--- src/assert_macros.svh ---
// Assertion shorthands for the RTL; included by the divider top level.
// Each macro expects signals named clk and arst_n in the scope that uses it.
`ifndef ASSERT_MACROS_SVH
`define ASSERT_MACROS_SVH

// Same-cycle implication, checked outside reset.
`define ASSERT_IMPLIES(lbl, ante, cons, msg) \
	lbl: assert property (@(posedge clk) disable iff (!arst_n) (ante) |-> (cons)) \
		else $error(msg);

// Next-cycle implication, checked outside reset.
`define ASSERT_NEXT(lbl, ante, cons, msg) \
	lbl: assert property (@(posedge clk) disable iff (!arst_n) (ante) |=> (cons)) \
		else $error(msg);

`endif

--- src/sdiv_pkg.sv ---
// Shared types and codes for the signed non-restoring divider.
// No dependencies; used by the response interface, the cells, the correction stages and the top level.
package sdiv_pkg;

	typedef enum logic [1:0] {
		STAT_OK   = 2'd0,
		STAT_DIV0 = 2'd1,
		STAT_OVF  = 2'd2
	} status_t;

	// Control that travels alongside the data through every stage.
	typedef struct packed {
		logic    valid;
		logic    xneg;
		logic    qneg;
		status_t status;
	} ctl_t;

endpackage

--- src/sdiv_if.sv ---
// Request and response channel interfaces of the divider.
// Depends on sdiv_pkg for the status code type.
interface sdiv_req_if #(parameter int WIDTH = 8);
	logic                    valid;
	logic                    ready;
	logic signed [WIDTH-1:0] dividend;
	logic signed [WIDTH-1:0] divisor;

	modport source (output valid, dividend, divisor, input ready);
	modport sink   (input valid, dividend, divisor, output ready);
endinterface

interface sdiv_rsp_if #(parameter int WIDTH = 8);
	import sdiv_pkg::*;
	logic                    valid;
	logic                    ready;
	logic signed [WIDTH-1:0] quotient;
	logic signed [WIDTH-1:0] remainder;
	status_t                 status;

	modport source (output valid, quotient, remainder, status, input ready);
	modport sink   (input valid, quotient, remainder, status, output ready);
endinterface

--- src/signed_nonrestoring_divider.sv ---
// Signed divider, fully pipelined: one beat per cycle in and out, with one operand stage,
// one non-restoring cell per quotient bit and two correction stages.
// Quotient truncates toward zero, the remainder takes the dividend's sign; a zero divisor
// gives an all-ones quotient, the dividend as remainder and status 1, and the most
// negative value over minus one wraps with status 2. The whole pipe stalls together
// while a response beat waits, so the request side is ready whenever the output is free.
module signed_nonrestoring_divider #(
	parameter int WIDTH = 8
) (
	input  logic      clk,
	input  logic      arst_n,
	sdiv_req_if.sink  req,
	sdiv_rsp_if.source rsp
);
	import sdiv_pkg::*;
	`include "assert_macros.svh"

	localparam logic [WIDTH-1:0] MOST_NEG = {1'b1, {(WIDTH-1){1'b0}}};

	logic en;

	logic             xneg;
	logic             yneg;
	logic [WIDTH-1:0] ux;
	logic [WIDTH-1:0] uy;
	status_t          stat;

	ctl_t             ctl_s0;
	logic [WIDTH-1:0] ux_s0;
	logic [WIDTH-1:0] uy_s0;

	ctl_t             ctl_c [WIDTH+1];
	logic [WIDTH+1:0] r_c   [WIDTH+1];
	logic [WIDTH-1:0] n_c   [WIDTH+1];
	logic [WIDTH-1:0] q_c   [WIDTH+1];
	logic [WIDTH-1:0] d_c   [WIDTH+1];

	ctl_t             ctl_out;
	logic [WIDTH-1:0] quo_out;
	logic [WIDTH-1:0] rem_out;

	assign en        = !ctl_out.valid || rsp.ready;
	assign req.ready = en;

	always_comb begin
		xneg = req.dividend[WIDTH-1];
		yneg = req.divisor[WIDTH-1];
		ux   = xneg ? (~req.dividend + 1'b1) : req.dividend;
		uy   = yneg ? (~req.divisor + 1'b1) : req.divisor;
		if (req.divisor == '0) begin
			stat = STAT_DIV0;
		end else if (req.dividend == MOST_NEG && req.divisor == '1) begin
			stat = STAT_OVF;
		end else begin
			stat = STAT_OK;
		end
	end

	always_ff @(posedge clk or negedge arst_n) begin
		if (!arst_n) begin
			ctl_s0 <= '0;
		end else if (en) begin
			ctl_s0.valid  <= req.valid;
			ctl_s0.xneg   <= xneg;
			ctl_s0.qneg   <= xneg ^ yneg;
			ctl_s0.status <= stat;
		end
	end

	always_ff @(posedge clk) begin
		if (en) begin
			ux_s0 <= ux;
			uy_s0 <= uy;
		end
	end

	assign ctl_c[0] = ctl_s0;
	assign r_c[0]   = '0;
	assign n_c[0]   = ux_s0;
	assign q_c[0]   = '0;
	assign d_c[0]   = uy_s0;

	for (genvar i = 0; i < WIDTH; i++) begin : g_cell
		sdiv_cell #(.W(WIDTH)) u_cell (
			.clk    (clk),
			.arst_n (arst_n),
			.en     (en),
			.ctl_i  (ctl_c[i]),
			.r_i    (r_c[i]),
			.n_i    (n_c[i]),
			.q_i    (q_c[i]),
			.d_i    (d_c[i]),
			.ctl_o  (ctl_c[i+1]),
			.r_o    (r_c[i+1]),
			.n_o    (n_c[i+1]),
			.q_o    (q_c[i+1]),
			.d_o    (d_c[i+1])
		);
	end

	sdiv_fix #(.W(WIDTH)) u_fix (
		.clk    (clk),
		.arst_n (arst_n),
		.en     (en),
		.ctl_i  (ctl_c[WIDTH]),
		.r_i    (r_c[WIDTH]),
		.q_i    (q_c[WIDTH]),
		.d_i    (d_c[WIDTH]),
		.ctl_o  (ctl_out),
		.quo_o  (quo_out),
		.rem_o  (rem_out)
	);

	assign rsp.valid     = ctl_out.valid;
	assign rsp.quotient  = quo_out;
	assign rsp.remainder = rem_out;
	assign rsp.status    = ctl_out.status;

	`ASSERT_IMPLIES(a_div0_quotient, rsp.valid && rsp.status == STAT_DIV0,
		rsp.quotient == '1, "zero divisor must give an all-ones quotient")
	`ASSERT_IMPLIES(a_ovf_result, rsp.valid && rsp.status == STAT_OVF,
		rsp.quotient == MOST_NEG && rsp.remainder == '0, "overflow result must wrap")
	`ASSERT_IMPLIES(a_ready_when_free, !rsp.valid, req.ready,
		"request side must be ready while no response is held")
	`ASSERT_NEXT(a_accept_enters, req.valid && req.ready, ctl_s0.valid,
		"an accepted beat must enter the operand stage")

endmodule

--- src/sdiv_cell.sv ---
// One non-restoring division step on magnitudes, registered.
// Depends on sdiv_pkg for the control struct.
module sdiv_cell #(
	parameter int W = 8
) (
	input  logic            clk,
	input  logic            arst_n,
	input  logic            en,
	input  sdiv_pkg::ctl_t  ctl_i,
	input  logic [W+1:0]    r_i,
	input  logic [W-1:0]    n_i,
	input  logic [W-1:0]    q_i,
	input  logic [W-1:0]    d_i,
	output sdiv_pkg::ctl_t  ctl_o,
	output logic [W+1:0]    r_o,
	output logic [W-1:0]    n_o,
	output logic [W-1:0]    q_o,
	output logic [W-1:0]    d_o
);
	import sdiv_pkg::*;

	logic [W+1:0] sh;
	logic [W+1:0] dx;
	logic [W+1:0] r_nxt;

	ctl_t         ctl_s1;
	logic [W+1:0] r_s1;
	logic [W-1:0] n_s1;
	logic [W-1:0] q_s1;
	logic [W-1:0] d_s1;

	// Shift in the next dividend bit, then subtract the divisor when the
	// partial remainder is non-negative and add it back when negative.
	always_comb begin
		sh = {r_i[W:0], n_i[W-1]};
		dx = {2'b00, d_i};
		if (r_i[W+1]) begin
			r_nxt = sh + dx;
		end else begin
			r_nxt = sh - dx;
		end
	end

	always_ff @(posedge clk or negedge arst_n) begin
		if (!arst_n) begin
			ctl_s1 <= '0;
		end else if (en) begin
			ctl_s1 <= ctl_i;
		end
	end

	always_ff @(posedge clk) begin
		if (en) begin
			r_s1 <= r_nxt;
			n_s1 <= {n_i[W-2:0], 1'b0};
			q_s1 <= {q_i[W-2:0], ~r_nxt[W+1]};
			d_s1 <= d_i;
		end
	end

	assign ctl_o = ctl_s1;
	assign r_o   = r_s1;
	assign n_o   = n_s1;
	assign q_o   = q_s1;
	assign d_o   = d_s1;

endmodule

--- src/sdiv_fix.sv ---
// Remainder and sign correction after the last division step, two stages.
// Depends on sdiv_pkg for the control struct and status codes.
module sdiv_fix #(
	parameter int W = 8
) (
	input  logic            clk,
	input  logic            arst_n,
	input  logic            en,
	input  sdiv_pkg::ctl_t  ctl_i,
	input  logic [W+1:0]    r_i,
	input  logic [W-1:0]    q_i,
	input  logic [W-1:0]    d_i,
	output sdiv_pkg::ctl_t  ctl_o,
	output logic [W-1:0]    quo_o,
	output logic [W-1:0]    rem_o
);
	import sdiv_pkg::*;

	logic [W+1:0] r_corr;
	logic [W-1:0] quo_nxt;
	logic [W-1:0] rem_nxt;

	ctl_t         ctl_s1;
	logic [W-1:0] rem_s1;
	logic [W-1:0] quo_s1;
	ctl_t         ctl_q;
	logic [W-1:0] quo_q;
	logic [W-1:0] rem_q;

	// A negative final partial remainder gets the divisor added back.
	always_comb begin
		if (r_i[W+1]) begin
			r_corr = r_i + {2'b00, d_i};
		end else begin
			r_corr = r_i;
		end
	end

	// With a zero divisor the steps leave the dividend magnitude in the
	// remainder, so signing it restores the dividend itself.
	always_comb begin
		if (ctl_s1.status == STAT_DIV0) begin
			quo_nxt = '1;
		end else if (ctl_s1.qneg) begin
			quo_nxt = ~quo_s1 + 1'b1;
		end else begin
			quo_nxt = quo_s1;
		end
		if (ctl_s1.xneg) begin
			rem_nxt = ~rem_s1 + 1'b1;
		end else begin
			rem_nxt = rem_s1;
		end
	end

	always_ff @(posedge clk or negedge arst_n) begin
		if (!arst_n) begin
			ctl_s1 <= '0;
			ctl_q  <= '0;
		end else if (en) begin
			ctl_s1 <= ctl_i;
			ctl_q  <= ctl_s1;
		end
	end

	always_ff @(posedge clk) begin
		if (en) begin
			rem_s1 <= r_corr[W-1:0];
			quo_s1 <= q_i;
			quo_q  <= quo_nxt;
			rem_q  <= rem_nxt;
		end
	end

	assign ctl_o = ctl_q;
	assign quo_o = quo_q;
	assign rem_o = rem_q;

endmodule
--- src/flat_wrapper.sv ---
// flat-port wrapper written by rule: the top's interface ports become plain ports
module signed_nonrestoring_divider_flat import sdiv_pkg::*;
#(
	parameter int WIDTH = 8
)
  (clk, arst_n, req_valid, req_dividend, req_divisor, req_ready, rsp_valid, rsp_quotient, rsp_remainder, rsp_status, rsp_ready);
  sdiv_req_if #(.WIDTH(WIDTH)) req_i ();
  sdiv_rsp_if #(.WIDTH(WIDTH)) rsp_i ();
  input  logic clk;
  input  logic arst_n;
  input wire logic [$bits(req_i.valid)-1:0] req_valid;
  input wire logic [$bits(req_i.dividend)-1:0] req_dividend;
  input wire logic [$bits(req_i.divisor)-1:0] req_divisor;
  output wire logic [$bits(req_i.ready)-1:0] req_ready;
  output wire logic [$bits(rsp_i.valid)-1:0] rsp_valid;
  output wire logic [$bits(rsp_i.quotient)-1:0] rsp_quotient;
  output wire logic [$bits(rsp_i.remainder)-1:0] rsp_remainder;
  output wire logic [$bits(rsp_i.status)-1:0] rsp_status;
  input wire logic [$bits(rsp_i.ready)-1:0] rsp_ready;
  assign req_i.valid = req_valid;
  assign req_i.dividend = req_dividend;
  assign req_i.divisor = req_divisor;
  assign req_ready = req_i.ready;
  assign rsp_valid = rsp_i.valid;
  assign rsp_quotient = rsp_i.quotient;
  assign rsp_remainder = rsp_i.remainder;
  assign rsp_status = rsp_i.status;
  assign rsp_i.ready = rsp_ready;
  signed_nonrestoring_divider #(.WIDTH(WIDTH)) u_core (.clk(clk), .arst_n(arst_n), .req(req_i), .rsp(rsp_i));
endmodule
--- config.mk ---
export PLATFORM = sky130hd
export DESIGN_NAME = signed_nonrestoring_divider_flat
export DESIGN_NICKNAME = d
export VERILOG_FILES = /design/src/sdiv_pkg.sv /design/src/sdiv_if.sv /design/src/signed_nonrestoring_divider.sv /design/src/sdiv_cell.sv /design/src/sdiv_fix.sv /design/src/flat_wrapper.sv
export VERILOG_INCLUDE_DIRS = /design/src /design/src/src
export SDC_FILE = /design/constraint.sdc
export NUM_CORES = 1
export LEC_CHECK = 0
export ABC_CLOCK_PERIOD_IN_PS = 11700
export BUFFER_PORTS_ARGS = -buffer_cell sky130_fd_sc_hd__buf_2
export CAP_MARGIN = 30
export CORE_MARGIN = 1.5
export CORE_UTILIZATION = 50
export CTS_BUF_LIST = sky130_fd_sc_hd__clkbuf_8
export DETAILED_ROUTE_END_ITERATION = 8
export MAX_ROUTING_LAYER = met4
export PLACE_DENSITY = 0.77
export SLEW_MARGIN = 10
export SYNTH_ARGS = -nofsm -noshare
export SYNTH_HDL_FRONTEND = slang
export SYNTH_HIERARCHICAL = 1
export SYNTH_SLANG_ARGS = --single-unit
--- constraint.sdc ---
create_clock -name clk -period 11.7 [get_ports clk]
set_input_delay 1.17 -clock clk [delete_from_list [all_inputs] [get_ports clk]]
set_output_delay 1.17 -clock clk [all_outputs]
set_load 0.1 [all_outputs]
* Word level (Yosys, flattened, before mapping)
Cells that the tools add are included.
** Word-level totals
- Word-level logic and storage cells :: 135
- Output and inout bits :: 20
- Register bits after elaboration :: 309
** Cells by class
- Bitwise gates (word level) :: 13
- $add $sub $neg :: 20
- Mux-type cells :: 14
- Reduce and logical (&&, ||, !) cells :: 4
- Equal/unequal tests :: 3
** Operators by type and width (count)
- 10-bit by 8-bit adder with 10-bit output :: 7
- 10-bit two-way mux :: 7
- 10-bit by 8-bit subtractor with 10-bit output :: 7
- 8-bit by 1-bit adder with 8-bit output (second input constant) :: 4
- 8-bit NOT :: 4
- 8-bit two-way mux :: 3
- 8-bit equality test (second input constant) :: 2
- 7-bit two-way mux :: 2
- 1-bit by 8-bit subtractor with 9-bit output :: 1
- 8-bit adder :: 1
- 8-bit logical NOT :: 1
- 1-bit NOT :: 8
- 2-bit two-way mux :: 2
- 2-bit by 1-bit equality test with 1-bit output (second input constant) :: 1
- 1-bit logical AND :: 1
- 1-bit logical NOT :: 1
- 1-bit logical OR :: 1
- 1-bit XOR :: 1

* Logic depth before layout (Yosys ltp)
- Depth in word-level cells :: 4
- Mapped depth :: 10
- Depth with buffers taken out :: 10

* Cells and area by module
Netlist, hierarchy kept.
** By module, submodules not included
- sdiv_cell (u_core.g_cell[2].u_cell ...) :: area each 1846.8 um2, times used 5, cells an instance 129
- sdiv_cell (u_core.g_cell[0].u_cell ...) :: area each 1838.0 um2, times used 3, cells an instance 129
- sdiv_fix :: area each 2103.3 um2, times used 1, cells an instance 163
- signed_nonrestoring_divider :: area each 1007.2 um2, times used 1, cells an instance 81

* Worst setup path after synthesis
OpenSTA, ideal clock, no wires.
- Kind :: input to register
- Start point :: input port rsp_ready
- End point :: register u_core.g_cell[0].u_cell.ctl_s1 (netlist bit u_core/g_cell[0].u_cell/ctl_o[0])
- Setup slack :: 1798 ps
- Cell stages on the path :: 4
- Required time :: 11595 ps
- Arrival time :: 9798 ps
- Path through :: nor2b_1 > clkbuf_1 > inv_1 > mux2_2
** Between the ends
- Cells in the longest elaborated chain, start to end :: 1
** RTL lines
- start, declared :: line flat_wrapper.sv:19 : input wire logic [$bits(rsp_i.ready)-1:0] rsp_ready;
- 1-bit logical OR :: line signed_nonrestoring_divider.sv:42 : assign en = !ctl_out.valid || rsp.ready;
- named net req_ready :: line flat_wrapper.sv:14 : output wire logic [$bits(req_i.ready)-1:0] req_ready;
- end signal, assigned :: line sdiv_cell.sv:48 : ctl_s1 <= ctl_i;
- end, declared :: line sdiv_cell.sv:26 : ctl_t ctl_s1;
The timed path passes the listed nets, and every way through them passes these cells.
A chain may end at the register's enable or synchronous reset.

* Worst setup path in the final report
- Start point :: input port rsp_ready
- End point :: output port req_ready
** Between the ends
- Cells in the longest elaborated chain, start to end :: 1
** RTL lines (line)
- 1-bit logical OR :: signed_nonrestoring_divider.sv:42
- end, declared :: flat_wrapper.sv:14
Every way passes these cells.

==> impl_metrics.yaml <==
worst_setup_path:
  regToRegSetupSlack_ns: 8.95
  crit_fanout: 95
  arrival_ns: 2.82
  required_ns: 10.53
  reg2reg_from: "u_core/u_fix/ctl_o[4]"
  critPathLaunchType: "input pin"
  reg2reg_depth: 4
  setup.worst_path.end: "req_ready"
  worstReg2RegEnd: "u_core/g_cell[5].u_cell/ctl_o[3]"
  critPathCaptureType: "output pin"
  crit_type: "in -> out"
  cp-startpoint: "rsp_ready"
routing:
  ant_nets: 0
  highest_layer: "met4"
  vias: 9289
  drt-pass1-iter-count: 4
  wirelength_mm: 26.65
  routedWlPerCell_um: 15.54
  dr_wl_met2_mm: 13.87
  met3WireLength_um: 846
  drc: 0
  wirelength_met1_mm: 10.79
  drt_iter0_drc: 381
  vias_per_cell: 5.416
clock_tree:
  cts_setup_buffers: 0
  numCtsBuffers: 49
  cts_tree: "yes"
  cts_sinks: 308
  clock_latency_ns: 0.58
  cts_hold_buf: 0
  clock_path_buffers: 3
  htreeDepth: 2
  path_clk_slew_ns: 0.06
  cts.repair.resized: 0
  cts-root-buf: "clkbuf_8"
floorplanning:
  initial_core_util_pct: 50.57
  design.die.area_sq_um: 32910
  row_count: 65
  die_h_um: 181.4
  floorplan.core_area_sq_um: 31470
  fp.dieW_um: 181.4
  ios: 40
finish:
  syn2layout_area_growth_pct: 10.86
  n_antenna_cell: 0
  regArea_sq_um: 8984
  multi_input_area_sq_um: 6603
  fillCellCount: 2468
  nNetsFinal: 1395
  layout-drive-gt1-share_pct: 18.81
sta:
  setup_viol: 0
  tns_ns: 0
  clock.fmax_mhz: 250.7
  fin_crit_ns: 3.989
  hold_violations: 0
  skew_ns: 0.03051
  slew_headroom_pct: 18.38
  slew_viol_final: 0
  rsz0062_at_grt: "false"
  fin_ws_ns: 7.711
  worst_pin_slew_ns: 1.224
  finalCritPeriodShare_pct: 34.09
global_route:
  grt.total_usage_pct: 17.11
  antenna_found_initial: 0
  grt_overflow_total: 0
  grt_pass1_wl_mm: 44.65
  grt_pass1_vias: 9508
  grt_max_degree: 211
place:
  hpwl_mm: 18.83
  routabilityCongestion: 0.8538
  io_buffers: 39
  pre_cts_slack_ns: 7.754
worst_hold_path:
  hold_class: "reg -> reg"
yosys:
  synth_warnings: 6
  syn_area_per_cell_sq_um: 13.40
  synthCells: 1188
  syn-cell-area_sq_um: 15920
run_status:
  status: "finished, final reports clean"
job:
  drv_cap: 0
-- worst min path at each step --
stage	start	endpoint	slack, ns	cells past startpoint
after floorplan	u_core/ux_s0[0]	u_core/g_cell[0].u_cell/n_o[1]	0.40	0
after global placement	u_core/g_cell[3].u_cell/q_o[3]	u_core/g_cell[4].u_cell/q_o[4]	0.40	0
after detailed placement	u_core/g_cell[0].u_cell/q_o[0]	u_core/g_cell[1].u_cell/q_o[1]	0.41	0
after CTS	u_core/g_cell[3].u_cell/n_o[6]	u_core/g_cell[4].u_cell/n_o[7]	0.41	0
after global routing	u_core/g_cell[3].u_cell/n_o[6]	u_core/g_cell[4].u_cell/n_o[7]	0.41	0
final	u_core/g_cell[3].u_cell/n_o[6]	u_core/g_cell[4].u_cell/n_o[7]	0.41	0
-- flip-flops by register name (all words and copies together), names as in the netlist --
register / cells
u_core/ctl_c: 5
u_core/g_cell.u_cell/ctl_o: 40
u_core/g_cell.u_cell/d_o: 64
u_core/g_cell.u_cell/n_o: 28
u_core/g_cell.u_cell/q_o: 36
u_core/g_cell.u_cell/r_o: 79
u_core/u_fix/ctl_o: 3
u_core/u_fix/ctl_s1: 5
u_core/u_fix/quo_o: 8
u_core/u_fix/quo_s1: 8
u_core/u_fix/rem_o: 8
u_core/u_fix/rem_s1: 8
u_core/ux_s0: 8
u_core/uy_s0: 8
-- cell type report --
cell class                 count  area share (%)
timing repair buffer          41           1.333
sequential                   308           50.91
tap                          402           2.851
clock inverter                33           1.333
inverter                      78           1.702
clock buffer                  57           4.446
multi-input combinational    796           37.42
-- worst max-delay path: stages --
cell     delay (ns)
buf_2          0.10
nor2b_1        0.63
inv_8          0.39
buf_2          0.44
-- layout by cell type, fill, tap and decap left out, types with 9 or more instances in the layout --
cell type / n
dfrtp_1: 53
inv_1: 91
o31ai_1: 17
a21oi_1: 52
o21ai_0: 31
mux2_2: 61
fa_1: 9
buf_2: 39
edfxtp_1: 255
o211ai_1: 9
nor2_1: 65
o21ai_1: 15
nand2_1: 53
nor3_2: 16
ha_1: 92
and3_1: 9
nor2b_1: 15
or3_1: 12
nor3_1: 25
clkbuf_8: 57
conb_1: 11
xnor2_1: 52
xor2_1: 85
o2111ai_1: 15
nand3_1: 16
-- through the flow --
stage                     utilization, %  hold WS (ns)  instances  instance area, sq um
final                              56.06        0.4086       1715                 17640
after global routing               56.06        0.4065       1715                 17640
after CTS                          56.06        0.4077       1715                 17640
after detailed placement           52.82        0.4052       1625                 16620
after global placement             52.76        0.4001       1624                 16600
after floorplan                        -        0.4003       1198                 15950
-- routing by layer --
metal | GRT usage, % | vias up
li1 | - | 4592
met1 | 18.46 | 4472
met2 | 30.51 | 148
met3 | 2.948 | 77
met4 | 8.300 | 0
met5 | - | -
Power is not shown: default switching activity piles up to over one toggle a cycle in this logic, so the estimate is an artifact.
